### src/sfrp_pkg.sv
package sfrp_pkg;

    localparam int ADDR_W   = 24;
    localparam int COUNT_W  = 14;
    localparam int OP_W     = 8;
    localparam int END_W    = 25;
    localparam int CMD_W    = 2;
    localparam int DIR_W    = 2;
    localparam int CFG_IDX_W = 3;

    localparam int PAGE_BYTES         = 256;
    localparam int MAX_REQUEST_BYTES  = 8192;
    localparam int PARAM_SECTOR_BYTES = 4096;
    localparam int SECTOR_BYTES       = 65536;
    localparam int PAGE_W             = $clog2(PAGE_BYTES);

    localparam int S_TDATA_W = 40;
    localparam int M_TDATA_W = 56;

    // m_tdata field positions
    localparam int OP_LSB    = 0;
    localparam int ADDR_LSB  = 8;
    localparam int HAS_LSB   = 32;
    localparam int COUNT_LSB = 33;
    localparam int DIR_LSB   = 47;
    localparam int WREN_LSB  = 49;
    localparam int POLL_LSB  = 50;

    localparam logic [CMD_W-1:0] CMD_READ        = 2'd0;
    localparam logic [CMD_W-1:0] CMD_WRITE       = 2'd1;
    localparam logic [CMD_W-1:0] CMD_SECTOR_ERASE = 2'd2;
    localparam logic [CMD_W-1:0] CMD_CHIP_ERASE  = 2'd3;

    localparam logic [DIR_W-1:0] DIR_NONE = 2'd0;
    localparam logic [DIR_W-1:0] DIR_TX   = 2'd1;
    localparam logic [DIR_W-1:0] DIR_RX   = 2'd2;

    localparam logic [CFG_IDX_W-1:0] REG_READ_OP    = 3'd0;
    localparam logic [CFG_IDX_W-1:0] REG_PROGRAM_OP = 3'd1;
    localparam logic [CFG_IDX_W-1:0] REG_SECTOR_OP  = 3'd2;
    localparam logic [CFG_IDX_W-1:0] REG_PARAM_OP   = 3'd3;
    localparam logic [CFG_IDX_W-1:0] REG_CHIP_OP    = 3'd4;
    localparam logic [CFG_IDX_W-1:0] REG_PARAM_END  = 3'd5;

    localparam logic [OP_W-1:0]  RST_READ_OP    = 8'h03;
    localparam logic [OP_W-1:0]  RST_PROGRAM_OP = 8'h02;
    localparam logic [OP_W-1:0]  RST_SECTOR_OP  = 8'hD8;
    localparam logic [OP_W-1:0]  RST_PARAM_OP   = 8'h20;
    localparam logic [OP_W-1:0]  RST_CHIP_OP    = 8'h60;
    localparam logic [END_W-1:0] RST_PARAM_END  = 25'd65536;

    typedef enum logic [1:0] {
        ST_IDLE,
        ST_CALC,
        ST_SEND
    } state_t;

    typedef struct packed {
        logic [OP_W-1:0]    opcode;
        logic [ADDR_W-1:0]  flash_address;
        logic               has_address;
        logic [COUNT_W-1:0] byte_count;
        logic [DIR_W-1:0]   direction;
        logic               enable_first;
        logic               poll_after;
        logic               last;
    } desc_t;

endpackage

### src/spi_flash_request_planner.sv
// Channel   Dir  Handshake          Payload
// s_        in   s_tvalid/s_tready  s_tdata: address, length; s_tuser: command
// m_        out  m_tvalid/m_tready  m_tdata: descriptor fields; m_tlast: last
// cfg_      in   cfg_valid/cfg_ready cfg_index, cfg_data
//
// One request is taken in the idle state; the block is not ready again until
// its last descriptor has gone out. Each descriptor is worked out in the
// chunk unit (min/subtract/advance) in the calc state and then held on m_ in
// the send state; a read or erase gives one descriptor, a write one per page chunk.
// m_tready low holds the current descriptor. Reset is synchronous and loads
// the register defaults; s_tready and cfg_ready stay low while in reset.
module spi_flash_request_planner (
    input  logic                             aclk,
    input  logic                             aresetn,
    input  logic                             s_tvalid,
    output logic                             s_tready,
    // [23:0] address, [37:24] length, [39:38] zero
    input  logic [sfrp_pkg::S_TDATA_W-1:0]   s_tdata,
    // [1:0] command
    input  logic [sfrp_pkg::CMD_W-1:0]       s_tuser,
    output logic                             m_tvalid,
    input  logic                             m_tready,
    // [7:0] opcode, [31:8] flash_address, [32] has_address, [46:33] byte_count,
    // [48:47] direction, [49] enable_first, [50] poll_after, [55:51] zero
    output logic [sfrp_pkg::M_TDATA_W-1:0]   m_tdata,
    output logic                             m_tlast,
    input  logic                             cfg_valid,
    output logic                             cfg_ready,
    input  logic [sfrp_pkg::CFG_IDX_W-1:0]   cfg_index,
    input  logic [sfrp_pkg::END_W-1:0]       cfg_data
);

    localparam int ROOM_W = sfrp_pkg::PAGE_W + 1;

    sfrp_pkg::state_t state_reg, state_next;

    logic [sfrp_pkg::CMD_W-1:0]   cmd_reg;
    logic [sfrp_pkg::ADDR_W-1:0]  addr_reg;
    logic [sfrp_pkg::COUNT_W-1:0] left_reg;

    logic [sfrp_pkg::OP_W-1:0]  read_op_reg, program_op_reg, sector_op_reg;
    logic [sfrp_pkg::OP_W-1:0]  param_op_reg, chip_op_reg;
    logic [sfrp_pkg::END_W-1:0] param_end_reg;

    logic [sfrp_pkg::M_TDATA_W-1:0] tdata_reg;
    logic                           tlast_reg;

    logic s_accept, cfg_accept, load_req, load_desc, drop_req;

    logic [sfrp_pkg::COUNT_W-1:0] len_in, len_clamped;
    logic [ROOM_W-1:0]            room;
    logic [sfrp_pkg::COUNT_W-1:0] room_ext, chunk, left_after;
    logic [sfrp_pkg::ADDR_W-1:0]  addr_adv, param_aligned, sector_aligned;
    logic                         below_param;
    sfrp_pkg::desc_t              desc;

    localparam logic [sfrp_pkg::ADDR_W-1:0] PARAM_MASK =
        sfrp_pkg::ADDR_W'(sfrp_pkg::PARAM_SECTOR_BYTES - 1);
    localparam logic [sfrp_pkg::ADDR_W-1:0] SECTOR_MASK =
        sfrp_pkg::ADDR_W'(sfrp_pkg::SECTOR_BYTES - 1);
    localparam logic [sfrp_pkg::COUNT_W-1:0] MAX_LEN =
        sfrp_pkg::COUNT_W'(sfrp_pkg::MAX_REQUEST_BYTES);

    assign s_accept   = s_tvalid && s_tready;
    assign cfg_accept = cfg_valid && cfg_ready;
    assign cfg_ready  = aresetn;

    assign len_in      = s_tdata[37:24];
    assign len_clamped = (len_in > MAX_LEN) ? MAX_LEN : len_in;

    // chunk unit: bytes left in the current page, capped by what is left
    assign room       = ROOM_W'(sfrp_pkg::PAGE_BYTES) -
                        {1'b0, addr_reg[sfrp_pkg::PAGE_W-1:0]};
    assign room_ext   = sfrp_pkg::COUNT_W'(room);
    assign chunk      = (left_reg < room_ext) ? left_reg : room_ext;
    assign left_after = left_reg - chunk;
    assign addr_adv   = addr_reg + sfrp_pkg::ADDR_W'(chunk);

    assign below_param    = {1'b0, addr_reg} < param_end_reg;
    assign param_aligned  = addr_reg & ~PARAM_MASK;
    assign sector_aligned = addr_reg & ~SECTOR_MASK;

    always_comb begin
        desc = '0;
        case (cmd_reg)
            sfrp_pkg::CMD_READ: begin
                desc.opcode        = read_op_reg;
                desc.flash_address = addr_reg;
                desc.has_address   = 1'b1;
                desc.byte_count    = left_reg;
                desc.direction     = sfrp_pkg::DIR_RX;
                desc.last          = 1'b1;
            end
            sfrp_pkg::CMD_WRITE: begin
                desc.opcode        = program_op_reg;
                desc.flash_address = addr_reg;
                desc.has_address   = 1'b1;
                desc.byte_count    = chunk;
                desc.direction     = sfrp_pkg::DIR_TX;
                desc.enable_first  = 1'b1;
                desc.poll_after    = 1'b1;
                desc.last          = (left_after == '0);
            end
            sfrp_pkg::CMD_SECTOR_ERASE: begin
                desc.opcode        = below_param ? param_op_reg : sector_op_reg;
                desc.flash_address = below_param ? param_aligned : sector_aligned;
                desc.has_address   = 1'b1;
                desc.direction     = sfrp_pkg::DIR_NONE;
                desc.enable_first  = 1'b1;
                desc.last          = 1'b1;
            end
            default: begin
                desc.opcode        = chip_op_reg;
                desc.direction     = sfrp_pkg::DIR_NONE;
                desc.enable_first  = 1'b1;
                desc.last          = 1'b1;
            end
        endcase
    end

    // next state
    always_comb begin
        state_next = state_reg;
        case (state_reg)
            sfrp_pkg::ST_IDLE: begin
                if (s_accept) state_next = sfrp_pkg::ST_CALC;
            end
            sfrp_pkg::ST_CALC: begin
                state_next = drop_req ? sfrp_pkg::ST_IDLE : sfrp_pkg::ST_SEND;
            end
            sfrp_pkg::ST_SEND: begin
                if (m_tready) begin
                    state_next = tlast_reg ? sfrp_pkg::ST_IDLE : sfrp_pkg::ST_CALC;
                end
            end
            default: state_next = sfrp_pkg::ST_IDLE;
        endcase
    end

    // outputs and load strobes
    always_comb begin
        s_tready  = 1'b0;
        m_tvalid  = 1'b0;
        load_req  = 1'b0;
        load_desc = 1'b0;
        // a write with nothing left emits nothing
        drop_req  = (cmd_reg == sfrp_pkg::CMD_WRITE) && (left_reg == '0);
        case (state_reg)
            sfrp_pkg::ST_IDLE: begin
                s_tready = aresetn;
                load_req = s_accept;
            end
            sfrp_pkg::ST_CALC: begin
                load_desc = !drop_req;
            end
            sfrp_pkg::ST_SEND: begin
                m_tvalid = 1'b1;
            end
            default: ;
        endcase
    end

    assign m_tdata = tdata_reg;
    assign m_tlast = tlast_reg;

    always_ff @(posedge aclk) begin
        if (!aresetn) begin
            state_reg      <= sfrp_pkg::ST_IDLE;
            read_op_reg    <= sfrp_pkg::RST_READ_OP;
            program_op_reg <= sfrp_pkg::RST_PROGRAM_OP;
            sector_op_reg  <= sfrp_pkg::RST_SECTOR_OP;
            param_op_reg   <= sfrp_pkg::RST_PARAM_OP;
            chip_op_reg    <= sfrp_pkg::RST_CHIP_OP;
            param_end_reg  <= sfrp_pkg::RST_PARAM_END;
        end else begin
            state_reg <= state_next;
            if (cfg_accept) begin
                case (cfg_index)
                    sfrp_pkg::REG_READ_OP:    read_op_reg    <= cfg_data[7:0];
                    sfrp_pkg::REG_PROGRAM_OP: program_op_reg <= cfg_data[7:0];
                    sfrp_pkg::REG_SECTOR_OP:  sector_op_reg  <= cfg_data[7:0];
                    sfrp_pkg::REG_PARAM_OP:   param_op_reg   <= cfg_data[7:0];
                    sfrp_pkg::REG_CHIP_OP:    chip_op_reg    <= cfg_data[7:0];
                    sfrp_pkg::REG_PARAM_END:  param_end_reg  <= cfg_data;
                    default: ;
                endcase
            end
        end
    end

    always_ff @(posedge aclk) begin
        if (load_req) begin
            cmd_reg  <= s_tuser;
            addr_reg <= s_tdata[23:0];
            left_reg <= len_clamped;
        end else if (load_desc) begin
            addr_reg <= addr_adv;
            left_reg <= left_after;
        end
        if (load_desc) begin
            tdata_reg <= {5'd0, desc.poll_after, desc.enable_first, desc.direction,
                          desc.byte_count, desc.has_address, desc.flash_address,
                          desc.opcode};
            tlast_reg <= desc.last;
        end
    end

endmodule

### config.mk
export PLATFORM = sky130hd
export DESIGN_NAME = spi_flash_request_planner
export DESIGN_NICKNAME = d
export VERILOG_FILES = /design/src/sfrp_pkg.sv /design/src/spi_flash_request_planner.sv
export SDC_FILE = /design/constraint.sdc
export NUM_CORES = 1
export LEC_CHECK = 0
export CAP_MARGIN = 40
export CELL_PAD_IN_SITES_DETAIL_PLACEMENT = 1
export CELL_PAD_IN_SITES_GLOBAL_PLACEMENT = 2
export CORE_ASPECT_RATIO = 0.75
export CORE_MARGIN = 4
export CORE_UTILIZATION = 35
export DETAILED_ROUTE_END_ITERATION = 8
export DONT_BUFFER_PORTS = 1
export MAX_ROUTING_LAYER = met4
export PLACE_DENSITY_LB_ADDON = 0.25
export SYNTH_ARGS = -nofsm -noshare
export SYNTH_HDL_FRONTEND = slang
export SYNTH_SLANG_ARGS = --single-unit
### constraint.sdc
create_clock -name aclk -period 6.46 [get_ports aclk]
set_input_delay 0.323 -clock aclk [delete_from_list [all_inputs] [get_ports aclk]]
set_output_delay 0.323 -clock aclk [all_outputs]
set_load 0.05 [all_outputs]
==> impl_metrics.ini, run 1 <==
[run_status]
status = finished clean

[final_layout]
layout_commonest_cell = nand2_1
largest_register_ffs = 50
n_antenna_cell = 0
final_cell_mix = nand2_1, edfxtp_1, dfxtp_1, ha_1, mux2i_1
nets = 1016
fin_util = 0.397
multi_input_area_um2 = 4520
drive_gt1_frac = 0.0870
fill_cells = 2798
area_delta_synth_final_pct = 11.5
seqCellArea_um2 = 4070

[power_and_ir_drop]
p_leak_nw = 3.63
ir_worst_vdd_uv = 199
powerDensity_nw_per_um2 = 426

[min_path]
holdCritPathClass = input port to flop

[die]
start_util = 0.356
die_area_um2 = 28100
io_pins = 135
die_h_um = 146
fp.dieW_um = 192
core_um2 = 25000
rows = 50

[drt]
routed-via-count = 6346
wire_per_inst_um = 20.8
viasPerCell = 5.14
drt_iter0_markers = 384
drt-total-wl_um = 25700
first_pass_iters = 5
postRouteAntennaNets = 0
drc = 0

[clocking]
cts_buffers = 17
post_cts_buffers = 0
clock_latency_ps = 440
cts_resized = 0
clk_pin_slew_worst_paths_ps = 70
cts_hold_buf = 8
cts_root_buffer = clkbuf_16
clockBufferDepth = 2
cts_sinks = 158
cts_tree = built
h-tree-depth = 4

[global_route]
overflow = 0
first_global_vias = 6596
grt_pass1_wl_um = 40200
grt_antenna_before_repair = 0
grt_max_degree = 60
grt.total_usage = 0.192

[flow_run]
cap_violations = 0

[sta]
hold_viol = 0
layout_min_cycle_time_ps = 5640
slew_viol_final = 0
setup_violations = 0
finClkSkew_ps = 16.5
final.setup.tns_ps = 0
slew_headroom = 0.408
rsz0062_at_grt = false
worst_slew_pin_slew_ps = 888
fmax_ghz = 0.177
fin_crit_sh = 0.874

[logic_synthesis]
synth_edf_count = 91
synth_area_per_cell_um2 = 10.2
syn_inst = 872
yosys_warnings = 0
netlist_area_um2 = 8910
synth_cell_type_count = 65
ys_seq_elements = 158
synthArstFlopShare = 0
seq_area_frac_synth = 0.457
yosys_most_used_dff = edfxtp_1

[critical_path]
path_max_fanout = 6
endpoint_kind = flop
slowest_delay_ps = 530
start_kind = flop
cp_slowest_cell = edfxtp_1
critical_path_arrival_ps = 5840
crit_chain = nor4_1, nand2_1, xor2_1, inv_1, ha_1, a21o_1, a2111oi_4, inv_1, a41oi_4, nand2_1, o21ai_0, ha_1, inv_1, fa_1, a211oi_1, o21ai_0, o311ai_0, o21ai_0, xor2_1, and4_1, a31o_2
crit_family = compound AO/OA/AOI/OAI gates
path_class = flop to flop
path_buf_inv = 3
worstPathRequired_ps = 6660

[placement]
dp_hpwl_um = 18300
place_congestion = 0.829
io_buffers = 0
power by group:
part	total, W	switching (W)	leakage [nW]	internal (W)
combinational	0.00173	0.000993	1.96	0.000739
sequential	0.00153	0.000257	1.40	0.00128
clock	0.000968	0.000458	0.263	0.000510
logic make-up (layout without fill, tap and decap cells):
logic type               after synthesis  after routing  share of synthesized area
other                                  1             10                   0.000421
buffers and inverters                 83             99                     0.0407
adder cells (fa/ha/maj)               57             57                     0.0817
AND/OR/NAND/NOR                      295            295                      0.167
XOR/XNOR                              39             39                     0.0383
multiplexers                          64             64                     0.0842
flip-flops                           158            158                      0.457
AO/OA/AOI/OAI                        175            175                      0.131
final timing paths:
check	cells past startpoint	startpoint	end	slack [ps]
hold reg to reg	2	param_end_reg[17]	param_end_reg[17]	460
hold / removal	2	cfg_data[6]	chip_op_reg[6]	20
setup / recovery	21	addr_reg[4]	m_tlast	820
setup reg to reg	21	addr_reg[4]	m_tlast	820
worst reg2reg max path, delay by kind of cell, from the launching register on:
kind / cells / cell delay, ps
AO/OA/AOI/OAI: 9 / 2340
adder cells (fa/ha/maj): 3 / 1040
AND/OR/NAND/NOR: 4 / 790
flip-flops: 1 / 530
XOR/XNOR: 2 / 390
buffers and inverters: 3 / 300
cells in the mapped netlist, drive strengths merged, types with 14 or more instances:
cell type    n  area share
nand2      113       0.048
edfxtp      91        0.31
dfxtp       67        0.15
ha          55       0.077
mux2i       48       0.054
a21oi       45       0.025
inv         44       0.019
nor2b       44       0.031
o21ai       44       0.025
nor2        42       0.018
a21boi      27       0.023
clkbuf      25       0.011
xnor2       22       0.022
a21o        20       0.017
xor2        17       0.017
buf         14       0.012
nor3        14      0.0084
metal layers:
metal,track usage,wire [µm]
met5,-,0
met1,0.290,13800
met4,0.0374,193
met3,0.0430,1100
met2,0.264,10600
per-stage QoR:
stage	worst slack (ps)	instance area (µm²)	hold WS [ps]	instances	power (W)
4_1_cts	836	9940	0.381	1235	0.00426
5_1_grt	394	9940	3.06	1235	0.00456
6_report	816	9940	21.2	1235	0.00423
2_1_floorplan	306	8950	422	881	0.00282
3_3_place_gp	926	9250	399	1189	0.00324
3_5_place_dp	867	9310	401	1195	0.00326
area by class of cell:
cell class	instances	area share
Clock buffer	19	0.0446
Clock inverter	13	0.0105
Inverter	44	0.0166
Multi-Input combinational cell	640	0.455
Sequential cell	158	0.410
Tap cell	338	0.0426
Timing Repair Buffer	23	0.0213
Note: power is estimated with default switching activity, not from simulation.
==> run 2: changes to the inputs <==
--- a/config.mk
+++ b/config.mk
@@ -8,7 +8,6 @@
 export CAP_MARGIN = 40
 export CELL_PAD_IN_SITES_DETAIL_PLACEMENT = 1
 export CELL_PAD_IN_SITES_GLOBAL_PLACEMENT = 2
-export CORE_ASPECT_RATIO = 0.75
 export CORE_MARGIN = 4
 export CORE_UTILIZATION = 35
 export DETAILED_ROUTE_END_ITERATION = 8
==> run 2 against run 1 <==
Effect of this change: critical path type unchanged; total power up 0.97%; core utilization increased by 0.30 points; global-route usage down 1.4 points; combinational power about the same; die area hardly changed; sequential power about the same; critical endpoint is now addr_reg[16]; clock power rose by 7%; wire length decreased by 5.1%; critical path depth shrank 2; clock skew decreased by 1.8 ps.
==> impl_metrics.ini, run 2 (same netlist as run 1, synthesis figures left out) <==
[final_layout]
n_antenna_cell = 0
layout_commonest_cell = nand2_1
final_cell_mix = nand2_1, edfxtp_1, dfxtp_1, ha_1, mux2i_1
nets = 1016
drive_gt1_frac = 0.0881
stdcell_area_um2 = 10000
largest_register_ffs = 50
area_delta_synth_final_pct = 12.7
final_cells = 1227

[clocking]
clock_latency_ps = 430
cts_root_buffer = clkbuf_16
cts_sinks = 158
cts_buffers = 17
post_cts_buffers = 0
clk_pin_slew_worst_paths_ps = 70
cts_hold_buf = 5
h-tree-depth = 4
cts_tree = built
clockBufferDepth = 2
cts_resized = 0

[sta]
worst_slew_pin_slew_ps = 833
layout_min_cycle_time_ps = 5900
fin_crit_sh = 0.913
fin_hold_ws_ps = 19.8
final.setup.tns_ps = 0
fmax_ghz = 0.169
hold_viol = 0
slew_headroom = 0.444
setup_violations = 0
slew_viol_final = 0
finClkSkew_ps = 14.7
rsz0062_at_grt = false

[power_and_ir_drop]
powerDensity_nw_per_um2 = 426
switching_share = 0.401
p_leak_nw = 3.67
ir_worst_vdd_uv = 173
p_sw_w = 0.00171
internal_power_w = 0.00256
pwr-share-seq = 0.356
pwr-share-clk = 0.243
combPwrFrac = 0.401

[global_route]
overflow = 0
first_global_vias = 6476
grt_antenna_before_repair = 0
grt_max_degree = 61
grt_pass1_wl_um = 38100
grt.total_usage = 0.178

[critical_path]
endpoint_kind = flop
cp_slowest_cell = a2111oi_2
path_class = flop to flop
reg2reg_slack_ps = 560
path_max_fanout = 15
start_kind = flop
worstPathRequired_ps = 6640
crit_family = compound AO/OA/AOI/OAI gates
crit_chain = nor4_1, nand2_1, xor2_1, inv_1, ha_1, a21o_1, a2111oi_4, inv_1, a41oi_4, o21ai_0, ha_1, fa_1, a211o_1, a21oi_1, a21oi_1, a2111oi_2, nor3_1, xnor2_1, o21ai_1
path_buf_inv = 2
slowest_delay_ps = 690
critical_path_arrival_ps = 6080

[die]
start_util = 0.355
fp.dieW_um = 168
die_h_um = 168
core_um2 = 25100
die_area_um2 = 28100
rows = 58
io_pins = 135

[drt]
first_pass_iters = 4
drt_iter0_markers = 344
viasPerCell = 5.13
drt-total-wl_um = 24400
postRouteAntennaNets = 0
routed-via-count = 6293
drc = 0
wire_per_inst_um = 19.9

[placement]
place_area_um2 = 9350
dp_hpwl_um = 17800
place_congestion = 0.800
io_buffers = 0
placed_cells = 1187

[flow_run]
cap_violations = 0

[run_status]
status = finished clean

[min_path]
holdCritPathClass = input port to flop
run 2: cell count changes in the layout (fill, tap and decap cells not counted), moves of 2 or more:
cell	previous run	this run
clkinv_8	0	5
buf_16	0	2
buf_4	12	10
inv_6	4	2
inv_8	2	4
run 2: worst paths after layout:
| kind | startpoint | to | depth (start not counted) |
|---|---|---|---|
| max | addr_reg[5] | addr_reg[16] | 19 |
| min | aresetn | state_reg[1] | 1 |
| max reg2reg | addr_reg[5] | addr_reg[16] | 19 |
| min reg2reg | param_end_reg[17] | param_end_reg[17] | 2 |
run 2: layer usage:
metal	wire length, µm	vias up	global-route usage	part of all wire
met3	1150	6	0.0463	0.047
li1	-	3119	-	-
met1	12400	3041	0.254	0.51
met5	0	-	-	0
met2	10800	127	0.261	0.44
met4	121	0	0.0296	0.0050
run 2: layout make-up:
type	count	area, µm²
sequential	158	4070
clock buffer	18	450
clock inverter	14	168
inverter	44	165
fill	2797	15100
multi-input combinational	640	4530
tap	330	413
timing repair buffer	23	251
run 2: power by group through the flow:
stage / registers [W] / logic (W) / clock network (W)
finish: 0.00152 / 0.00171 / 0.00104
global placement: 0.00155 / 0.00167 / 0
detailed placement: 0.00155 / 0.00170 / 0
global route: 0.00154 / 0.00194 / 0.00112
floorplan: 0.00147 / 0.00135 / 0
CTS: 0.00153 / 0.00172 / 0.00107
run 2: per-stage QoR:
| step | util | power, W | setup WS (ps) |
|---|---|---|---|
| final | 0.400 | 0.00428 | 560 |
| after global routing | 0.400 | 0.00460 | 96.2 |
| after CTS | 0.399 | 0.00431 | 577 |
| after detailed placement | 0.372 | 0.00325 | 607 |
| after global placement | 0.368 | 0.00322 | 739 |
| after floorplan | - | 0.00282 | 306 |
